File: src/rtl/jsu_pkg.sv
// ----------------------------------------------------------------------------
// jsu_pkg: shared types and helpers of the JSON string unescaper
// Status codes, the decoded-operation record passed from the front end to
// the back end, and the UTF-8 byte encoder.
// ----------------------------------------------------------------------------
package jsu_pkg;

  localparam int CP_W          = 21;
  localparam int QUEUE_DEPTH_D = 4;

  localparam logic [2:0] ST_OK      = 3'd0;
  localparam logic [2:0] ST_BAD_ESC = 3'd1;
  localparam logic [2:0] ST_BAD_HEX = 3'd2;
  localparam logic [2:0] ST_BAD_SUR = 3'd3;
  localparam logic [2:0] ST_TRUNC   = 3'd4;

  typedef struct packed {
    logic            done;
    logic [2:0]      status;
    logic [1:0]      len_m1;
    logic [CP_W-1:0] cp;
  } op_t;

  // byte idx of the encoding of cp; length one passes cp[7:0] unchanged
  function automatic logic [7:0] utf8_byte(input logic [CP_W-1:0] cp,
                                           input logic [1:0] len_m1,
                                           input logic [1:0] idx);
    logic [7:0] b;
    b = cp[7:0];
    case (len_m1)
      2'd0: b = cp[7:0];
      2'd1: begin
        if (idx == 2'd0) b = {3'b110, cp[10:6]};
        else b = {2'b10, cp[5:0]};
      end
      2'd2: begin
        case (idx)
          2'd0: b = {4'b1110, cp[15:12]};
          2'd1: b = {2'b10, cp[11:6]};
          default: b = {2'b10, cp[5:0]};
        endcase
      end
      default: begin
        case (idx)
          2'd0: b = {5'b11110, cp[20:18]};
          2'd1: b = {2'b10, cp[17:12]};
          2'd2: b = {2'b10, cp[11:6]};
          default: b = {2'b10, cp[5:0]};
        endcase
      end
    endcase
    return b;
  endfunction

endpackage

File: src/rtl/json_string_unescape_utf8_top.sv
// ----------------------------------------------------------------------------
// json_string_unescape_utf8_top: JSON string unescaper with UTF-8 output
//
//   channel  direction  handshake              payload
//   input    in         in_valid / in_ready    data_byte, close
//   output   out        out_valid / out_ready  out_byte, has_byte, done_res,
//                                              status
//
// One input transaction per cycle while the operation queue has room.
// A result passes through a queue slot and then the output register on its
// way out; multi-byte UTF-8 sequences leave one byte per cycle while the
// output is not stalled, so the output byte rate bounds throughput.
// Synchronous reset clears parser state, queue and output valid. A stalled
// output fills the queue, then drops in_ready.
// ----------------------------------------------------------------------------
module json_string_unescape_utf8_top
  import jsu_pkg::*;
#(
  parameter int QUEUE_DEPTH = QUEUE_DEPTH_D
) (
  input  logic       clk,
  input  logic       rst,
  input  logic       in_valid,
  output logic       in_ready,
  input  logic [7:0] data_byte,
  input  logic       close,
  output logic       out_valid,
  input  logic       out_ready,
  output logic [7:0] out_byte,
  output logic       has_byte,
  output logic       done_res,
  output logic [2:0] status
);

  logic q_full, push, pop, head_valid;
  op_t  push_op, head_op;

  jsu_front u_front (
    .clk       (clk),
    .rst       (rst),
    .in_valid  (in_valid),
    .in_ready  (in_ready),
    .data_byte (data_byte),
    .close     (close),
    .q_full    (q_full),
    .push      (push),
    .push_op   (push_op)
  );

  jsu_queue #(.DEPTH(QUEUE_DEPTH)) u_queue (
    .clk        (clk),
    .rst        (rst),
    .push       (push),
    .push_op    (push_op),
    .full       (q_full),
    .pop        (pop),
    .head_op    (head_op),
    .head_valid (head_valid)
  );

  jsu_back u_back (
    .clk        (clk),
    .rst        (rst),
    .head_op    (head_op),
    .head_valid (head_valid),
    .pop        (pop),
    .out_valid  (out_valid),
    .out_ready  (out_ready),
    .out_byte   (out_byte),
    .has_byte   (has_byte),
    .done_res   (done_res),
    .status     (status)
  );

endmodule

File: src/rtl/jsu_front.sv
// ----------------------------------------------------------------------------
// jsu_front: escape parser
// Accepts one raw byte or close per cycle unless q_full, tracks the escape
// phase, hex digits and a pending high surrogate; pushes one op per result.
// ----------------------------------------------------------------------------
module jsu_front
  import jsu_pkg::*;
(
  input  logic       clk,
  input  logic       rst,
  input  logic       in_valid,
  output logic       in_ready,
  input  logic [7:0] data_byte,
  input  logic       close,
  input  logic       q_full,
  output logic       push,
  output op_t        push_op
);

  localparam logic [2:0] PH_PLAIN   = 3'd0;
  localparam logic [2:0] PH_ESC     = 3'd1;
  localparam logic [2:0] PH_HEX     = 3'd2;
  localparam logic [2:0] PH_WAIT_BS = 3'd3;
  localparam logic [2:0] PH_WAIT_U  = 3'd4;
  localparam logic [2:0] PH_LOW_HEX = 3'd5;

  localparam logic [7:0] CH_BSLASH = 8'h5C;
  localparam logic [7:0] CH_QUOTE  = 8'h22;
  localparam logic [7:0] CH_SLASH  = 8'h2F;
  localparam logic [7:0] CH_B      = 8'h62;
  localparam logic [7:0] CH_F      = 8'h66;
  localparam logic [7:0] CH_N      = 8'h6E;
  localparam logic [7:0] CH_R      = 8'h72;
  localparam logic [7:0] CH_T      = 8'h74;
  localparam logic [7:0] CH_U      = 8'h75;

  logic [2:0]  phase, phase_next;
  logic [1:0]  hex_count, hex_count_next;
  logic [15:0] code_unit, code_unit_next;
  logic [9:0]  high_sur, high_sur_next;
  logic [2:0]  err, err_next;

  logic        accept;
  logic        hex_ok;
  logic [3:0]  hex_val;
  logic [15:0] cu_new;
  logic [CP_W-1:0] pair_cp;

  assign in_ready = !q_full;
  assign accept   = in_valid && in_ready;

  always_comb begin
    hex_ok  = 1'b0;
    hex_val = data_byte[3:0];
    if (data_byte >= 8'h30 && data_byte <= 8'h39) begin
      hex_ok = 1'b1;
    end else if ((data_byte >= 8'h41 && data_byte <= 8'h46) ||
                 (data_byte >= 8'h61 && data_byte <= 8'h66)) begin
      hex_ok  = 1'b1;
      hex_val = data_byte[3:0] + 4'd9;
    end
  end

  assign cu_new  = {code_unit[11:0], hex_val};
  assign pair_cp = {1'b0, high_sur, cu_new[9:0]} + 21'h10000;

  always_comb begin
    phase_next     = phase;
    hex_count_next = hex_count;
    code_unit_next = code_unit;
    high_sur_next  = high_sur;
    err_next       = err;
    push           = 1'b0;
    push_op        = '0;
    if (accept) begin
      if (close) begin
        push           = 1'b1;
        push_op.done   = 1'b1;
        push_op.status = err;
        if (err == ST_OK) begin
          if (phase == PH_WAIT_BS) push_op.status = ST_BAD_SUR;
          else if (phase != PH_PLAIN) push_op.status = ST_TRUNC;
        end
        phase_next     = PH_PLAIN;
        hex_count_next = '0;
        code_unit_next = '0;
        high_sur_next  = '0;
        err_next       = ST_OK;
      end else if (err == ST_OK) begin
        case (phase)
          PH_ESC: begin
            phase_next = PH_PLAIN;
            push       = 1'b1;
            case (data_byte)
              CH_QUOTE, CH_BSLASH, CH_SLASH: push_op.cp = {13'd0, data_byte};
              CH_B: push_op.cp = 21'd8;
              CH_F: push_op.cp = 21'd12;
              CH_N: push_op.cp = 21'd10;
              CH_R: push_op.cp = 21'd13;
              CH_T: push_op.cp = 21'd9;
              CH_U: begin
                push           = 1'b0;
                phase_next     = PH_HEX;
                hex_count_next = '0;
                code_unit_next = '0;
              end
              default: begin
                push     = 1'b0;
                err_next = ST_BAD_ESC;
              end
            endcase
          end
          PH_WAIT_BS: begin
            if (data_byte == CH_BSLASH) phase_next = PH_WAIT_U;
            else err_next = ST_BAD_SUR;
          end
          PH_WAIT_U: begin
            if (data_byte == CH_U) begin
              phase_next     = PH_LOW_HEX;
              hex_count_next = '0;
              code_unit_next = '0;
            end else begin
              err_next = ST_BAD_SUR;
            end
          end
          PH_HEX, PH_LOW_HEX: begin
            if (!hex_ok) begin
              err_next = ST_BAD_HEX;
            end else if (hex_count != 2'd3) begin
              hex_count_next = hex_count + 2'd1;
              code_unit_next = cu_new;
            end else begin
              hex_count_next = '0;
              code_unit_next = '0;
              if (phase == PH_HEX) begin
                if (cu_new >= 16'hD800 && cu_new <= 16'hDBFF) begin
                  high_sur_next = cu_new[9:0];
                  phase_next    = PH_WAIT_BS;
                end else if (cu_new >= 16'hDC00 && cu_new <= 16'hDFFF) begin
                  err_next = ST_BAD_SUR;
                end else begin
                  phase_next = PH_PLAIN;
                  push       = 1'b1;
                  push_op.cp = {5'd0, cu_new};
                  if (cu_new <= 16'h007F) push_op.len_m1 = 2'd0;
                  else if (cu_new <= 16'h07FF) push_op.len_m1 = 2'd1;
                  else push_op.len_m1 = 2'd2;
                end
              end else begin
                if (cu_new < 16'hDC00 || cu_new > 16'hDFFF) begin
                  err_next = ST_BAD_SUR;
                end else begin
                  phase_next     = PH_PLAIN;
                  high_sur_next  = '0;
                  push           = 1'b1;
                  push_op.cp     = pair_cp;
                  push_op.len_m1 = 2'd3;
                end
              end
            end
          end
          default: begin
            phase_next = PH_PLAIN;
            if (data_byte == CH_BSLASH) begin
              phase_next = PH_ESC;
            end else begin
              push       = 1'b1;
              push_op.cp = {13'd0, data_byte};
            end
          end
        endcase
        if (err_next != ST_OK) begin
          phase_next     = PH_PLAIN;
          hex_count_next = '0;
          code_unit_next = '0;
          high_sur_next  = '0;
        end
      end
    end
  end

  always_ff @(posedge clk) begin
    if (rst) begin
      phase     <= PH_PLAIN;
      hex_count <= '0;
      code_unit <= '0;
      high_sur  <= '0;
      err       <= ST_OK;
    end else begin
      phase     <= phase_next;
      hex_count <= hex_count_next;
      code_unit <= code_unit_next;
      high_sur  <= high_sur_next;
      err       <= err_next;
    end
  end

endmodule

File: src/rtl/jsu_queue.sv
// ----------------------------------------------------------------------------
// jsu_queue: operation queue
// Short first-in first-out buffer of decoded operations between the parser
// and the byte emitter; push and pop may happen in the same cycle.
// ----------------------------------------------------------------------------
module jsu_queue
  import jsu_pkg::*;
#(
  parameter int DEPTH = QUEUE_DEPTH_D
) (
  input  logic clk,
  input  logic rst,
  input  logic push,
  input  op_t  push_op,
  output logic full,
  input  logic pop,
  output op_t  head_op,
  output logic head_valid
);

  localparam int PW = (DEPTH > 1) ? $clog2(DEPTH) : 1;
  localparam int CW = $clog2(DEPTH + 1);
  localparam logic [PW-1:0] LAST  = PW'(DEPTH - 1);
  localparam logic [CW-1:0] CFULL = CW'(DEPTH);

  op_t           slots [DEPTH];
  logic [PW-1:0] wr_ptr, rd_ptr;
  logic [CW-1:0] count;
  logic          do_push, do_pop;

  assign full       = (count == CFULL);
  assign head_valid = (count != '0);
  assign head_op    = slots[rd_ptr];
  assign do_push    = push && !full;
  assign do_pop     = pop && head_valid;

  always_ff @(posedge clk) begin
    if (do_push) slots[wr_ptr] <= push_op;
  end

  always_ff @(posedge clk) begin
    if (rst) begin
      wr_ptr <= '0;
      rd_ptr <= '0;
      count  <= '0;
    end else begin
      if (do_push) wr_ptr <= (wr_ptr == LAST) ? '0 : wr_ptr + 1'b1;
      if (do_pop) rd_ptr <= (rd_ptr == LAST) ? '0 : rd_ptr + 1'b1;
      if (do_push && !do_pop) count <= count + 1'b1;
      else if (do_pop && !do_push) count <= count - 1'b1;
    end
  end

endmodule

File: src/rtl/jsu_back.sv
// ----------------------------------------------------------------------------
// jsu_back: byte emitter
// Expands each queued operation into its UTF-8 bytes or the final status
// result, one byte per cycle unless output stalls, into the output register.
// ----------------------------------------------------------------------------
module jsu_back
  import jsu_pkg::*;
(
  input  logic       clk,
  input  logic       rst,
  input  op_t        head_op,
  input  logic       head_valid,
  output logic       pop,
  output logic       out_valid,
  input  logic       out_ready,
  output logic [7:0] out_byte,
  output logic       has_byte,
  output logic       done_res,
  output logic [2:0] status
);

  logic [1:0] idx;
  logic       load;

  assign load = head_valid && (!out_valid || out_ready);
  assign pop  = load && (head_op.done || idx == head_op.len_m1);

  always_ff @(posedge clk) begin
    if (rst) begin
      out_valid <= 1'b0;
      idx       <= '0;
    end else begin
      if (load) out_valid <= 1'b1;
      else if (out_ready) out_valid <= 1'b0;
      if (pop) idx <= '0;
      else if (load) idx <= idx + 2'd1;
    end
  end

  always_ff @(posedge clk) begin
    if (load) begin
      out_byte <= head_op.done ? 8'd0 : utf8_byte(head_op.cp, head_op.len_m1, idx);
      has_byte <= !head_op.done;
      done_res <= head_op.done;
      status   <= head_op.done ? head_op.status : ST_OK;
    end
  end

endmodule

File: config.mk
export PLATFORM = sky130hd
export DESIGN_NAME = json_string_unescape_utf8_top
export DESIGN_NICKNAME = d
export VERILOG_FILES = /design/src/rtl/jsu_pkg.sv /design/src/rtl/json_string_unescape_utf8_top.sv /design/src/rtl/jsu_front.sv /design/src/rtl/jsu_queue.sv /design/src/rtl/jsu_back.sv
export SDC_FILE = /design/constraint.sdc
export NUM_CORES = 1
export LEC_CHECK = 0
export BUFFER_PORTS_ARGS = -buffer_cell sky130_fd_sc_hd__buf_2
export CAP_MARGIN = 30
export CORE_UTILIZATION = 56
export DETAILED_ROUTE_END_ITERATION = 6
export PLACE_DENSITY_LB_ADDON = 0.15
export SETUP_SLACK_MARGIN = 0.2
export SLEW_MARGIN = 25
export SYNTH_ARGS = -nofsm -noshare
export SYNTH_HDL_FRONTEND = slang
export SYNTH_SLANG_ARGS = --single-unit
File: constraint.sdc
create_clock -name clk -period 3.82 [get_ports clk]
set_clock_uncertainty 0.15 [all_clocks]
set_input_delay 0.191 -clock clk [delete_from_list [all_inputs] [get_ports clk]]
set_output_delay 0.191 -clock clk [all_outputs]
set_load 0.02 [all_outputs]
* Word level (Yosys, flattened, before mapping) *
Memories as Yosys holds them, arrays and structs flattened. A register that Yosys moved wholly into a read port is not among the register bits.
Index checks and enable logic that the tools add are counted.

storage, ports and cells
  register bits = 53
  RAM bits = 108
  output and inout bits = 15
  word-level logic and storage cells = 215
  memories kept = 1

cells by class
  $add $sub $neg = 8
  magnitude comparators = 14
  eq/ne operators = 33
  mux-type cells = 101
  reductions and logical operators = 44

memory list
  memory         words  bits a word  read ports  clocked after memory_dff  write ports  line             source
  u_queue.slots  4      27           1           1                         1            jsu_queue.sv:26  op_t slots [DEPTH];

operators by type and width
  cell                      number
  $mux W23                  8
  $mux W10                  9
  $mux W3                   30
  $mux W12                  6
  $pmux W21 S3              1
  $eq A8 B7 Y1 const B      7
  $pmux W8 S6               1
  $ge A16 B16 Y1 const B    2
  $le A16 B16 Y1 const B    2
  $mux W2                   14
  $mux W27                  1
  $pmux W12 S2              1
  $pmux W3 S4               2
  $pmux W8 S3               1
  $add A20 B17 Y21 const B  1
  $pmux W7 S3               1
  $mux W1                   18
  $eq A8 B6 Y1 const B      2
  $ge A8 B7 Y1 const B      2
  $gt A16 B16 Y1 const B    1
  $le A16 B11 Y1 const B    1
  $le A16 B7 Y1 const B     1
  $le A8 B7 Y1 const B      2
  $lt A16 B16 Y1 const B    1
  other kinds (42)          85

* Logic depth before layout (Yosys ltp) *
Gate-level depths: netlist (run 1).

  word-level depth = 21
  gate-level depth with buffers = 17
  depth with buffers taken out = 15

* Modules after synthesis *
Synthesis (run 1) repeated with hierarchy kept, for this count alone.

second synthesis, totals
  cells, all modules = 650
  area, all modules = 7,975.1 µm²

by module, submodules not included
  module     times used  cells each  area each (µm²)  seq. area each (µm²)
  jsu_queue  1           191         4,400.5          3,423.3
  jsu_front  1           351         2,534.9          600.6
  jsu_back   1           108         1,039.7          450.4

* Worst setup path before layout (run 1) *
OpenSTA, ideal clock, no wires.

  path type = input to register
  start point = in data_byte[0]
  end point = mem u_queue.slots[0][0] (netlist name), enable pin
  arrival = 3,255 ps
  required time = 3,256 ps
  path slack = 1 ps
  stages on the path = 10
  cells stage by stage = clkbuf_1 -> inv_1 -> ha_1 -> nor3b_1 -> a311oi_4 -> a31oi_4 -> nand3b_1 -> a31oi_1 -> nor2_1 -> nor2b_1

on the way
  cells in the longest elaborated chain, start to end = 19
  elaborated cells on any way between the ends = 48
  those cells by class = add/sub: 1; order compare: 12; eq/ne: 8; mux: 18; reduce/logical: 9

RTL lines
  what                                              line                                 source
  start, declared                                   json_string_unescape_utf8_top.sv:25  input logic [7:0] data_byte,
  $ge A8 B7 Y1, or another cell as far along        jsu_front.sv:57                      end else if ((data_byte >= 8'h41 && data_byte <= 8'h46) ||
  $logic_and A1 B1 Y1, on equally long branches     jsu_front.sv:57, jsu_front.sv:58
  $logic_or A1 B1 Y1                                jsu_front.sv:57
  $mux W4                                           jsu_front.sv:57
  $mux W4                                           jsu_front.sv:55                      if (data_byte >= 8'h30 && data_byte <= 8'h39) begin
  $ge A16 B16 Y1 or $le A16 B16 Y1 (tied branches)  jsu_front.sv:139                     end else if (cu_new >= 16'hDC00 && cu_new <= 16'hDFFF) begin
  $logic_and A1 B1 Y1                               jsu_front.sv:139
  $mux W1                                           jsu_front.sv:139
  [... 3 more ...]                                  --
  $mux W1                                           jsu_front.sv:127                     if (!hex_ok) begin
  $pmux W1 S3 (*)                                   jsu_front.sv:90                      case (phase)
  $mux W1 (*)                                       jsu_front.sv:89                      end else if (err == ST_OK) begin
  $mux W1 (*)                                       jsu_front.sv:76                      if (close) begin
  $mux W1 (*)                                       jsu_front.sv:75                      if (accept) begin
  $logic_and A1 B1 Y1 (*)                           jsu_queue.sv:34                      assign do_push = push && !full;
  $mux W1 (*)                                       jsu_queue.sv:38                      if (do_push) slots[wr_ptr] <= push_op;
  $mux W1 (not written as such) (*)                 jsu_queue.sv:38
  end, declared                                     jsu_queue.sv:26

Every way passes the cells marked *; elsewhere a longest branch is shown, timed or not.

* Worst setup path after layout (run 1) *
  start point = reg u_front.phase[0]
  end point = reg u_queue.count[2]

on the way
  cells in the longest elaborated chain, start to end = 12
  elaborated cells on any way between the ends = 20
  those cells by class = eq/ne: 5; mux: 8; reduce/logical: 7

RTL lines
  what                                 line                               source
  start, declared                      jsu_front.sv:37                    logic [2:0] phase, phase_next;
  start signal, assigned               jsu_front.sv:190                   phase <= phase_next;
  $eq A3 B2 Y1                         jsu_front.sv:90, jsu_front.sv:135
  $mux W1                              jsu_front.sv:135                   if (phase == PH_HEX) begin
  $mux W1                              jsu_front.sv:129                   end else if (hex_count != 2'd3) begin
  $mux W1                              jsu_front.sv:127
  $pmux W1 S3 (*)                      jsu_front.sv:90
  $mux W1 (*)                          jsu_front.sv:89
  $mux W1 (*)                          jsu_front.sv:76
  $mux W1 (*)                          jsu_front.sv:75
  $logic_and A1 B1 Y1 (*)              jsu_queue.sv:34
  named net u_queue.do_push            jsu_queue.sv:29                    logic do_push, do_pop;
  $logic_not A1 Y1                     jsu_queue.sv:50                    else if (do_pop && !do_push) count <= count - 1'b1;
  $logic_and A1 B1 Y1                  jsu_queue.sv:50
  $reduce_bool A2 Y1 (no source line)  --
  end signal, assigned                 jsu_queue.sv:49                    if (do_push && !do_pop) count <= count + 1'b1;
  end signal, assigned                 jsu_queue.sv:50
  end, declared                        jsu_queue.sv:28                    logic [CW-1:0] count;

Mark *: on every way through the listed nets, which the timed path passes. The rest lies on a longest branch.
A chain may end at the register's enable or synchronous reset.

==> results of run 1 <==
metal layers:
metal | track usage | vias to the layer above | share of wire
met5 | 0 | - | 0
met4 | 0.0930 | 0 | 0.018
met3 | 0.0471 | 33 | 0.051
met2 | 0.414 | 208 | 0.49
met1 | 0.338 | 2536 | 0.44
li1 | - | 2383 | -
cell type report:
cell class / instances / area share
clock inverter: 14 / 0.0264
clock buffer: 18 / 0.0486
sequential: 163 / 0.507
inverter: 25 / 0.0106
timing repair buffer: 46 / 0.0374
tap: 176 / 0.0249
multi-input combinational: 383 / 0.345
cell usage after synthesis (5+ instances only):
cell type and count:
a22oi_1 7, xnor2_1 6, dfxtp_1 42, nor3_1 10
inv_1 25, and2_1 8, nor2_1 46, a22o_1 27
a211oi_1 5, or3_1 9, mux2i_1 9, nor2b_1 8
edfxtp_1 121, or2_2 6, nand2b_1 6, ha_1 21
mux4_2 27, nand2_1 42, o21ai_0 21, nand3_1 8
a221oi_1 7, a21oi_1 40, clkbuf_1 23
cell families after synthesis:
kind of cell,count (synthesis),share of synthesized area
simple gates,170,0.116
compound gates,144,0.136
buf+inv,58,0.0327
xor+xnor,9,0.0102
flops,163,0.576
mux,37,0.0914
fa+ha+maj,23,0.0377
cell usage in the layout, fill, tap and decap left out, types with 3 or more instances in the layout:
cell type | netlist | layout
a211oi_1 | 5 | 5
nor3_1 | 10 | 10
a22o_1 | 27 | 27
bufinv_16 | 0 | 6
mux2i_1 | 9 | 9
nor2b_2 | 0 | 4
xnor2_1 | 6 | 6
a222oi_1 | 4 | 4
clkbuf_16 | 0 | 17
a211o_1 | 3 | 3
buf_4 | 1 | 14
o21ai_1 | 2 | 3
buf_12 | 0 | 4
dfxtp_1 | 42 | 41
o21ai_0 | 21 | 20
or3_1 | 9 | 9
ha_1 | 21 | 21
nand2_1 | 42 | 42
edfxtp_1 | 121 | 121
nor2_1 | 46 | 46
a21o_1 | 4 | 4
a221oi_1 | 7 | 7
mux4_2 | 27 | 27
a22oi_1 | 7 | 7
and2_1 | 8 | 8
a21oi_1 | 40 | 40
and3_1 | 4 | 4
nand3b_1 | 4 | 4
xor2_1 | 3 | 3
buf_2 | 2 | 27
or2_2 | 6 | 6
nand3_1 | 8 | 8
nand2b_1 | 6 | 6
nor3b_1 | 4 | 4
nor2b_1 | 8 | 4
clkinvlp_4 | 0 | 3
inv_1 | 25 | 25
what timing repair did:
| item | in CTS | in global routing |
|---|---|---|
| hold endpoints to repair | 1 | 0 |
| setup endpoints to repair | 0 | 1 |
| hold buffers | 1 | 0 |
| gates resized for setup | 0 | 1 |
flip-flops by register name, summed over array words and instances (netlist names), 3 cells and up, named ones only:
register and cells:
u_back.status 3, u_front.phase 3, u_queue.slots 108, u_queue.count 3, u_front.high_sur 10, u_back.out_byte 8, u_front.code_unit 12, u_front.err 3
power breakdown:
group / switching [mW] / total [mW] / internal, mW
Sequential: 0.104 / 2.31 / 2.21
Combinational: 0.944 / 1.62 / 0.680
Clock: 0.671 / 1.89 / 1.22
Total: 1.72 / 5.83 / 4.11
path summary, 6_finish.rpt:
path	slack, ns	start	to	depth (start not counted)
max	0.42	u_front.phase[0]	u_queue.count[2]	14
min	0.11	rst	u_queue.wr_ptr[1]	2
max reg2reg	0.42	u_front.phase[0]	u_queue.count[2]	14
min reg2reg	0.32	u_back.out_valid	u_back.out_valid	2
through the flow:
| step | hold WS, ns | instance area (sq um) | std cells | setup slack [ns] |
|---|---|---|---|---|
| final | 0.107 | 8830 | 825 | 0.423 |
| after global routing | 0.130 | 8830 | 825 | 0.208 |
| after CTS | 0.0952 | 8830 | 825 | 0.434 |
| after detailed placement | 0.314 | 8160 | 792 | 0.167 |
| after global placement | 0.301 | 8160 | 792 | 0.251 |
| after floorplan | 0.221 | 7760 | 604 | 0.00122 |
critical path: stages (launching register included):
cell	delay [ns]
dfxtp_1	0.34
buf_4	0.21
nor2b_1	0.29
nand3_1	0.18
mux2i_1	0.24
nand3b_1	0.22
a31oi_1	0.32
nor2_1	0.09
inv_1	0.07
ha_1	0.17
inv_1	0.06
fa_1	0.37
xor2_1	0.17
or3_1	0.31
a21oi_1	0.14
==> summary.md, run 1 <==
| Metric | Value |
|---|---|
| Pwr/cell area | `660 nW/um^2` |
| Average cell area after synthesis | `12.9 sq um` |
| Die area | `14300 sq um` |
| CTS Root Cell | `clkbuf_16` |
| Leakage | `3.13 nW` |
| Post-DRT Antenna Nets | `0` |
| Sequential-to-total area share from yosys stat | `0.576` |
| CP Capture Type | `flip-flop` |
| Floorplan core area | `13400 sq um` |
| Yosys top cell area share | `0.468` |
| Status | `complete, no violations` |
| Largest net degree at the start of global routing | `28` |
| Area occupied by multi-input gates | `3050 sq um` |
| Final hold violations | `0` |
| CTS HTree Levels | `4` |
| VDD IR max | `0.335 mV` |
| GRT Total Usage | `0.253` |
| Synthesis-to-finish area growth | `13.7%` |
| Tightest Hold Check Type | `primary input to flip-flop` |
| Initial drt markers | `626` |
| Cells after Synth | `604` |
| Die height | `120 microns` |
| Final period utilization | `0.889` |
| Final setup vio count | `0` |
| # fillers | `1002` |
| Clk sinks | `163` |
| RSZ-0062 raised after global routing | `no` |
| Initial core utilization | `0.579` |
| Fin. max-slew vios | `0` |
| Async S/R FF share, synth | `0` |
| Drt via density | `6.25` |
| Worst-Margin Slew | `0.621 ns` |
| Worst slew margin | `0.586` |
| Max cap viols | `0` |
| Synth area leader | `edfxtp_1` |
| Util after Layout | `0.659` |
| Max Fanout on Critical Path | `14` |
| Fin crit period | `3.40 ns` |
| Setup bufs post-CTS | `0` |
| FF/Latch Area | `4480 sq um` |
| Worst-path clk slew | `0.06 ns` |
| Setup TNS | `0 ns` |
| Post-Synthesis Net Count | `639` |
| CTS Buffer Depth | `2` |
| DRC | `0` |
| Highest clock rate | `294 MHz` |
| Tot Pwr | `5.83 mW` |
| Yosys warns | `0` |
| CP arrival | `3.61 ns` |
| Clock Latency Late Sink | `0.43 ns` |
| Yosys reg bits | `163` |
| Number of synthesized flops with an enable pin | `121` |
| CTS tree | `done` |
| RePlAce Congestion | `0.903` |
| First-pass GRT wire length | `26900 microns` |
| Post-synth cell types | `68` |
| Total CTS buffers | `17` |
| Synth Flop Type | `edfxtp_1` |
| Routed len/inst | `20.6 microns` |
| Share of cells above drive strength 1 | `0.194` |
| Row count | `42` |
| I/O pins | `28` |
| Total gr overflow | `0` |
| Nets | `671` |
| Routed WL | `17000 microns` |
| Worst setup SP type | `flip-flop` |
| Final HPWL DP | `11600 microns` |
| Ant diodes | `0` |
| First-pass detailed-route iteration total | `5` |
| IO Port Bufs | `27` |
| Synth top area cells | `edfxtp_1 (47%), dfxtp_1 (11%), mux4_2 (7.8%)` |
| Initial antenna violation count | `0` |
| Netlist Area Pre-Place | `7760 sq um` |
| Critical path class | `flip-flop to flip-flop` |
| DR vias | `5160` |
| Die extent in x | `120 microns` |
| Required time worst endpoint | `4.03 ns` |
| Vias in the first global route | `4936` |
Power figures use the tool's default switching activity.
==> run 2, diff against run 1 <==
--- a/config.mk
+++ b/config.mk
@@ -10,6 +10,7 @@
 export CORE_UTILIZATION = 56
 export DETAILED_ROUTE_END_ITERATION = 6
 export PLACE_DENSITY_LB_ADDON = 0.15
+export REMOVE_ABC_BUFFERS = 1
 export SETUP_SLACK_MARGIN = 0.2
 export SLEW_MARGIN = 25
 export SYNTH_ARGS = -nofsm -noshare
==> summary.md, run 2 (synthesized netlist as in run 1, its figures left out) <==
| Metric | Value |
|---|---|
| Status | `complete, no violations` |
| RSZ-0062 raised after global routing | `no` |
| Largest net degree at the start of global routing | `28 (unchanged)` |
| Most frequent cells in the layout | `edfxtp_1 (121), nor2_1 (45), nand2_1 (42), dfxtp_1 (41), a21oi_1 (40)` |
| Hold Startpoint | `close` |
| CP arrival | `3.68 ns (+0.07 ns)` |
| Clock group share of total power | `0.313 (-0.012)` |
| Clock Latency Late Sink | `0.42 ns (about the same)` |
| Max Fanout on Critical Path | `13 (-1)` |
| Routed WL | `16900 microns (-0.46%)` |
| VDD IR max | `0.304 mV (-9.4%)` |
| Setup bufs post-CTS | `0 (unchanged)` |
| FF/Latch Area | `4480 sq um (unchanged)` |
| Highest clock rate | `289 MHz (-2.0%)` |
| CTS HTree Levels | `4 (unchanged)` |
| Die extent in x | `120 microns (unchanged)` |
| First-pass GRT wire length | `27200 microns (+0.90%)` |
| Worst slew margin | `0.580 (-0.00602)` |
| Clk sinks | `163 (unchanged)` |
| RePlAce Congestion | `0.958 (+6.2%)` |
| Reg power frac | `0.407 (+0.011)` |
| Pwr/cell area | `650 nW/um^2 (-1.5%)` |
| CTS Buffer Depth | `2 (unchanged)` |
| Vias in the first global route | `5163 (+4.6%)` |
| Hold Path Stages | `4 (+2)` |
| Nets | `671 (unchanged)` |
| Required time worst endpoint | `4.04 ns (about the same)` |
| Post-Place Worst Slack | `0.141 ns (-0.0256 ns)` |
| Fin crit period | `3.47 ns (+0.0683 ns)` |
| Worst-path clk slew | `0.06 ns (about the same)` |
| Non-filler instance count after layout | `825 (unchanged)` |
| Util after Layout | `0.653 (-0.00579)` |
| IO Port Bufs | `27 (unchanged)` |
| Die area | `14300 sq um (unchanged)` |
| Worst-Margin Slew | `0.630 ns (+0.00903 ns)` |
| Tightest Hold Check Type | `primary input to flip-flop` |
| Final hold violations | `0 (unchanged)` |
| CTS Root Cell | `clkbuf_16` |
| Floorplan core area | `13400 sq um (unchanged)` |
| # fillers | `1000 (-0.20%)` |
| Total gr overflow | `0 (unchanged)` |
| Worst setup SP type | `flip-flop` |
| Ant diodes | `0 (unchanged)` |
| P_int | `3.98 mW (-3.1%)` |
| Combinational share of power | `0.280 (about the same)` |
| Final setup vio count | `0 (unchanged)` |
| Reg with most FFs | `u_queue.slots` |
| Number of placed instances, taps included | `792 (unchanged)` |
| Initial antenna violation count | `0 (unchanged)` |
| Top flop regs | `u_queue.slots: 108 flops, u_front.code_unit: 12 flops, u_front.high_sur: 10 flops` |
| Total CTS buffers | `17 (unchanged)` |
| Reg-to-reg endpoint | `u_front.hex_count[0]` |
| Die height | `120 microns (unchanged)` |
| Worst hold slack | `0.0974 ns (-0.00949 ns)` |
| Leakage | `3.10 nW (-0.80%)` |
| DR vias | `5135 (-0.48%)` |
| R2r setup slk | `0.35 ns (-0.07 ns)` |
| First-pass detailed-route iteration total | `6 (+1)` |
| Synthesis-to-finish area growth | `12.7%` |
| Post-DRT Antenna Nets | `0 (unchanged)` |
| Drt via density | `6.22 (-0.48%)` |
| GRT Total Usage | `0.253 (about the same)` |
| Routed len/inst | `20.5 microns (-0.46%)` |
| Critical path class | `flip-flop to flip-flop` |
| Setup ws final | `0.355 ns (-0.0683 ns)` |
| DRC | `0 (unchanged)` |
| Worst reg2reg path depth | `8 (-6)` |
| Initial drt markers | `436 (-30%)` |
| Sw power | `1.71 mW (-0.65%)` |
| Row count | `42 (unchanged)` |
| I/O pins | `28 (unchanged)` |
| Worst reg2reg startpoint | `u_front.phase[0]` |
| Final period utilization | `0.907 (+0.0179)` |
| Final HPWL DP | `11500 microns (-0.55%)` |
| Area occupied by multi-input gates | `3050 sq um (about the same)` |
| Max cap viols | `0 (unchanged)` |
| Max reg flops | `108 (unchanged)` |
| Initial core utilization | `0.579 (unchanged)` |
| Leading cell type in the layout, fill and taps excluded | `edfxtp_1` |
| Fin. max-slew vios | `0 (unchanged)` |
| Hold Path End | `u_front.err[0]` |
| CP Capture Type | `flip-flop` |
| CTS tree | `done` |
| Share of cells above drive strength 1 | `0.199 (+0.00462)` |
| Sw Ratio | `0.300 (+0.00528)` |
run 2: changes by cell type in the layout (fill, tap and decap cells not counted), moves of 2 or more:
cell       before  now
bufinv_16       6    4
buf_12          4    0
clkinv_4        0    2
buf_4          14   18
clkinv_1        2    0
run 2: power groups by stage:
stage | clock [mW] | combinational [mW] | sequential (mW)
6_report | 1.78 | 1.59 | 2.32
5_1_grt | 1.87 | 1.73 | 2.34
4_1_cts | 1.81 | 1.59 | 2.32
3_5_place_dp | 0 | 1.58 | 2.35
3_3_place_gp | 0 | 1.55 | 2.34
2_1_floorplan | 0 | 0.989 | 2.49
run 2: area by class of cell:
class                   instances  area share
repair buffers                 46      0.0320
clock buffers                  18      0.0490
well taps                     176      0.0252
multi-input cells             383       0.348
flip-flops and latches        163       0.511
inverters                      25      0.0107
clock inverters                14      0.0232
run 2: through the flow:
stage,setup TNS [ns],power [mW],cell area (sq um)
finish,0,5.69,8750
CTS,0,5.72,8750
floorplan,-0.0212,3.48,7600
global route,0,5.95,8750
detailed placement,0,3.93,8110
global placement,0,3.90,8110
run 2: how the worst max path moves through the flow:
stage,from,end,slack (ns),cells after the start
2_1_floorplan,flip-flop,u_queue.count[2],-0.02,11
3_3_place_gp,data_byte[1],u_queue.count[2],0.27,16
3_5_place_dp,data_byte[0],u_queue.count[2],0.14,16
4_1_cts,u_front.phase[0],u_front.hex_count[0],0.36,8
5_1_grt,u_front.phase[0],u_front.hex_count[0],0.21,8
6_report,u_front.phase[0],u_front.hex_count[0],0.35,8
run 2: worst max-delay path: stages (launching register included):
cell,delay (ns)
dfxtp_1,0.38
or3b_4,0.48
or4_4,0.52
nand2_2,0.09
nor3_1,0.05
a211o_1,0.28
a2111o_1,0.64
o31ai_4,0.56
mux2_2,0.24
run 2: metal layers:
metal	vias to the layer above	share of wire	routed length, microns	global-route usage
li1	2390	-	-	-
met1	2540	0.44	7480	0.336
met2	183	0.49	8210	0.426
met3	22	0.053	893	0.0428
met4	0	0.020	344	0.0820
met5	-	0	0	0
run 2: timing repair:
action                                 4_1_cts  5_1_grt
setup endpoints to repair                    0       23
endpoints found under the hold margin        1        0
hold buffers                                 1        0
resized for setup                            0        1
==> run 3, diff against run 2 <==
--- a/config.mk
+++ b/config.mk
@@ -5,10 +5,11 @@
 export SDC_FILE = /design/constraint.sdc
 export NUM_CORES = 1
 export LEC_CHECK = 0
-export BUFFER_PORTS_ARGS = -buffer_cell sky130_fd_sc_hd__buf_2
+export BUFFER_PORTS_ARGS = -buffer_cell sky130_fd_sc_hd__buf_4
 export CAP_MARGIN = 30
 export CORE_UTILIZATION = 56
 export DETAILED_ROUTE_END_ITERATION = 6
+export GPL_TIMING_DRIVEN = 0
 export PLACE_DENSITY_LB_ADDON = 0.15
 export REMOVE_ABC_BUFFERS = 1
 export SETUP_SLACK_MARGIN = 0.2
@@ -16,3 +17,4 @@
 export SYNTH_ARGS = -nofsm -noshare
 export SYNTH_HDL_FRONTEND = slang
 export SYNTH_SLANG_ARGS = --single-unit
+export TNS_END_PERCENT = 20
==> summary.md, run 3 (synthesized netlist as in run 1, its figures left out) <==
| Metric | Value |
|---|---|
| Synthesis-to-finish area growth | `13.9%` |
| Die extent in x | `120 microns (unchanged)` |
| GRT Total Usage | `0.244 (-0.00971)` |
| Initial drt markers | `442 (+1.4%)` |
| Worst setup SP type | `flip-flop` |
| Ant diodes | `0 (unchanged)` |
| Routed WL | `16300 microns (-3.5%)` |
| DRC | `0 (unchanged)` |
| Hold Path Stages | `2 (-2)` |
| Reg with most FFs | `u_queue.slots` |
| I/O pins | `28 (unchanged)` |
| Worst-path clk slew | `0.06 ns (about the same)` |
| Clock group share of total power | `0.295 (-0.018)` |
| Fin crit period | `3.55 ns (+0.0859 ns)` |
| Critical Path End | `u_queue.count[2]` |
| Vias in the first global route | `4986 (-3.4%)` |
| Top flop regs | `u_queue.slots: 108 flops, u_front.code_unit: 12 flops, u_front.high_sur: 10 flops` |
| Design area | `8840 sq um (+1.1%)` |
| Drt via density | `6.19 (-0.53%)` |
| RePlAce Congestion | `0.879 (-8.3%)` |
| Final setup vio count | `0 (unchanged)` |
| CTS Buffer Depth | `2 (unchanged)` |
| Worst-Margin Slew | `0.856 ns (+0.226 ns)` |
| Leading cell type in the layout, fill and taps excluded | `edfxtp_1` |
| Initial core utilization | `0.579 (unchanged)` |
| DR vias | `5046 (-1.7%)` |
| Worst reg2reg path depth | `13 (+5)` |
| Post-DRT Antenna Nets | `0 (unchanged)` |
| Pwr/cell area | `635 nW/um^2 (-2.3%)` |
| Final HPWL DP | `11400 microns (-1.1%)` |
| Worst reg2reg startpoint | `u_front.code_unit[7]` |
| Final hold violations | `0 (unchanged)` |
| First-pass detailed-route iteration total | `5 (-1)` |
| R2r setup slk | `0.27 ns (-0.09 ns)` |
| Highest clock rate | `282 MHz (-2.4%)` |
| Die height | `120 microns (unchanged)` |
| Clock Latency Late Sink | `0.42 ns (about the same)` |
| CP Capture Type | `flip-flop` |
| Sw power | `1.67 mW (-2.3%)` |
| Leakage | `3.10 nW (about the same)` |
| Clk sinks | `163 (unchanged)` |
| Critical path class | `flip-flop to flip-flop` |
| Share of cells above drive strength 1 | `0.197 (-0.00158)` |
| Die area | `14300 sq um (unchanged)` |
| Worst hold slack | `0.0167 ns (-0.0807 ns)` |
| Most frequent cells in the layout | `edfxtp_1 (121), nor2_1 (45), nand2_1 (42), a21oi_1 (39), dfxtp_1 (37)` |
| Nets | `661 (-1.5%)` |
| Tightest Hold Check Type | `primary input to flip-flop` |
| Initial antenna violation count | `0 (unchanged)` |
| Max reg flops | `108 (unchanged)` |
| RSZ-0062 raised after global routing | `yes` |
| CTS Root Cell | `clkbuf_16` |
| Routed len/inst | `20.0 microns (-2.4%)` |
| Reg power frac | `0.422 (+0.015)` |
| Top Usage Layer GRT | `met2` |
| Combinational share of power | `0.283 (+0.003)` |
| Final period utilization | `0.930 (+0.0225)` |
| Met1 Use GR | `0.311 (-0.0247)` |
| Row count | `42 (unchanged)` |
| Total CTS buffers | `17 (unchanged)` |
| Reg-to-reg endpoint | `u_queue.count[2]` |
| Setup TNS | `0 ns (unchanged)` |
| Max Fanout on Critical Path | `8 (-5)` |
| GR Layer Usage met2 | `0.409 (-0.0170)` |
| CTS tree | `done` |
| Placed cell area | `8190 sq um (+1.0%)` |
| Met3 usage | `0.0494 (+0.00665)` |
| P_int | `3.95 mW (-0.88%)` |
| Post-Place Worst Slack | `-0.302 ns (-0.443 ns)` |
| IO Port Bufs | `27 (unchanged)` |
| Worst setup path startpoint | `u_front.code_unit[7]` |
| Worst slew margin | `0.429 (-0.151)` |
| Status | `complete, no violations` |
| Largest net degree at the start of global routing | `28 (unchanged)` |
| Floorplan core area | `13400 sq um (unchanged)` |
| Fin. max-slew vios | `0 (unchanged)` |
| First-pass GRT wire length | `26000 microns (-4.4%)` |
| Total gr overflow | `0 (unchanged)` |
| Setup ws final | `0.269 ns (-0.0859 ns)` |
| Required time worst endpoint | `4.02 ns (-0.02 ns)` |
| CP arrival | `3.75 ns (+0.07 ns)` |
| CTS HTree Levels | `4 (unchanged)` |
| Max cap viols | `0 (unchanged)` |
| Sw Ratio | `0.297 (-0.00297)` |
| VDD IR max | `0.320 mV (+5.3%)` |
| Hold Startpoint | `rst` |
==> run 3: cell count changes in the layout (fill, tap and decap cells not counted), moves of 3 or more <==
cell	before	now
buf_2	27	0
buf_4	18	29
clkbuf_8	0	4
dfxtp_1	41	37
nor2b_4	0	4
buf_12	0	3
buf_16	0	3
bufinv_16	4	1
clkinvlp_4	3	0
inv_6	3	0
nor2b_2	4	1
==> run 3: power by group through the flow <==
stage	Sequential (mW)	Combinational (mW)	Clock (mW)
2_1_floorplan	2.49	0.989	0
3_3_place_gp	2.44	1.46	0
3_5_place_dp	2.42	1.57	0
4_1_cts	2.38	1.59	1.67
5_1_grt	2.41	1.72	1.73
6_report	2.37	1.59	1.66
==> run 3: metrics by stage <==
| step | cells | utilization | total power [mW] |
|---|---|---|---|
| finish | 815 | 0.660 | 5.62 |
| global route | 815 | 0.660 | 5.86 |
| CTS | 814 | 0.657 | 5.64 |
| global placement | 774 | 0.599 | 3.90 |
| detailed placement | 779 | 0.611 | 4.00 |
| floorplan | 571 | - | 3.48 |
==> run 3: worst min-delay path by stage <==
stage / endpoint / slack (ns)
CTS: u_queue.wr_ptr[1] / 0.005
global placement: u_back.out_valid / 0.31
global route: u_front.err[0] / 0.04
floorplan: u_back.out_valid / 0.11
detailed placement: u_front.high_sur[1] / 0.32
finish: u_queue.wr_ptr[1] / 0.02
==> run 3: layout make-up <==
class / instances / area (sq um)
Tap cell: 176 / 220
Clock inverter: 7 / 70.1
Multi-Input combinational cell: 383 / 3090
Timing Repair Buffer: 36 / 370
Fill cell: 979 / 4560
Clock buffer: 25 / 517
Sequential cell: 163 / 4490
Inverter: 25 / 93.8
==> run 3: repair_timing <==
action                     CTS  global route
hold buffers                 1             0
pin swaps                    2             1
hold endpoints to repair     1             0
gates resized for setup      5             5
buffers inserted             2             1
gates cloned                 0             0
setup endpoints to repair   25            24
==> run 3: worst max-delay path: stages, from the launching register on <==
cell and delay (ns):
dfxtp_1 0.41, nand4b_1 0.19, or2_2 0.37, mux2i_2 0.26
nand3b_1 0.23, a31oi_2 0.25, nor2_2 0.15, inv_1 0.15
ha_1 0.20, inv_1 0.06, fa_1 0.38, xor2_1 0.19
or3_1 0.31, a21oi_1 0.16
==> run 3: metal layers <==
layer | vias up | routed length, microns
met4 | 0 | 348
li1 | 2360 | -
met3 | 30 | 888
met5 | - | 0
met1 | 2491 | 7000
met2 | 165 | 8090
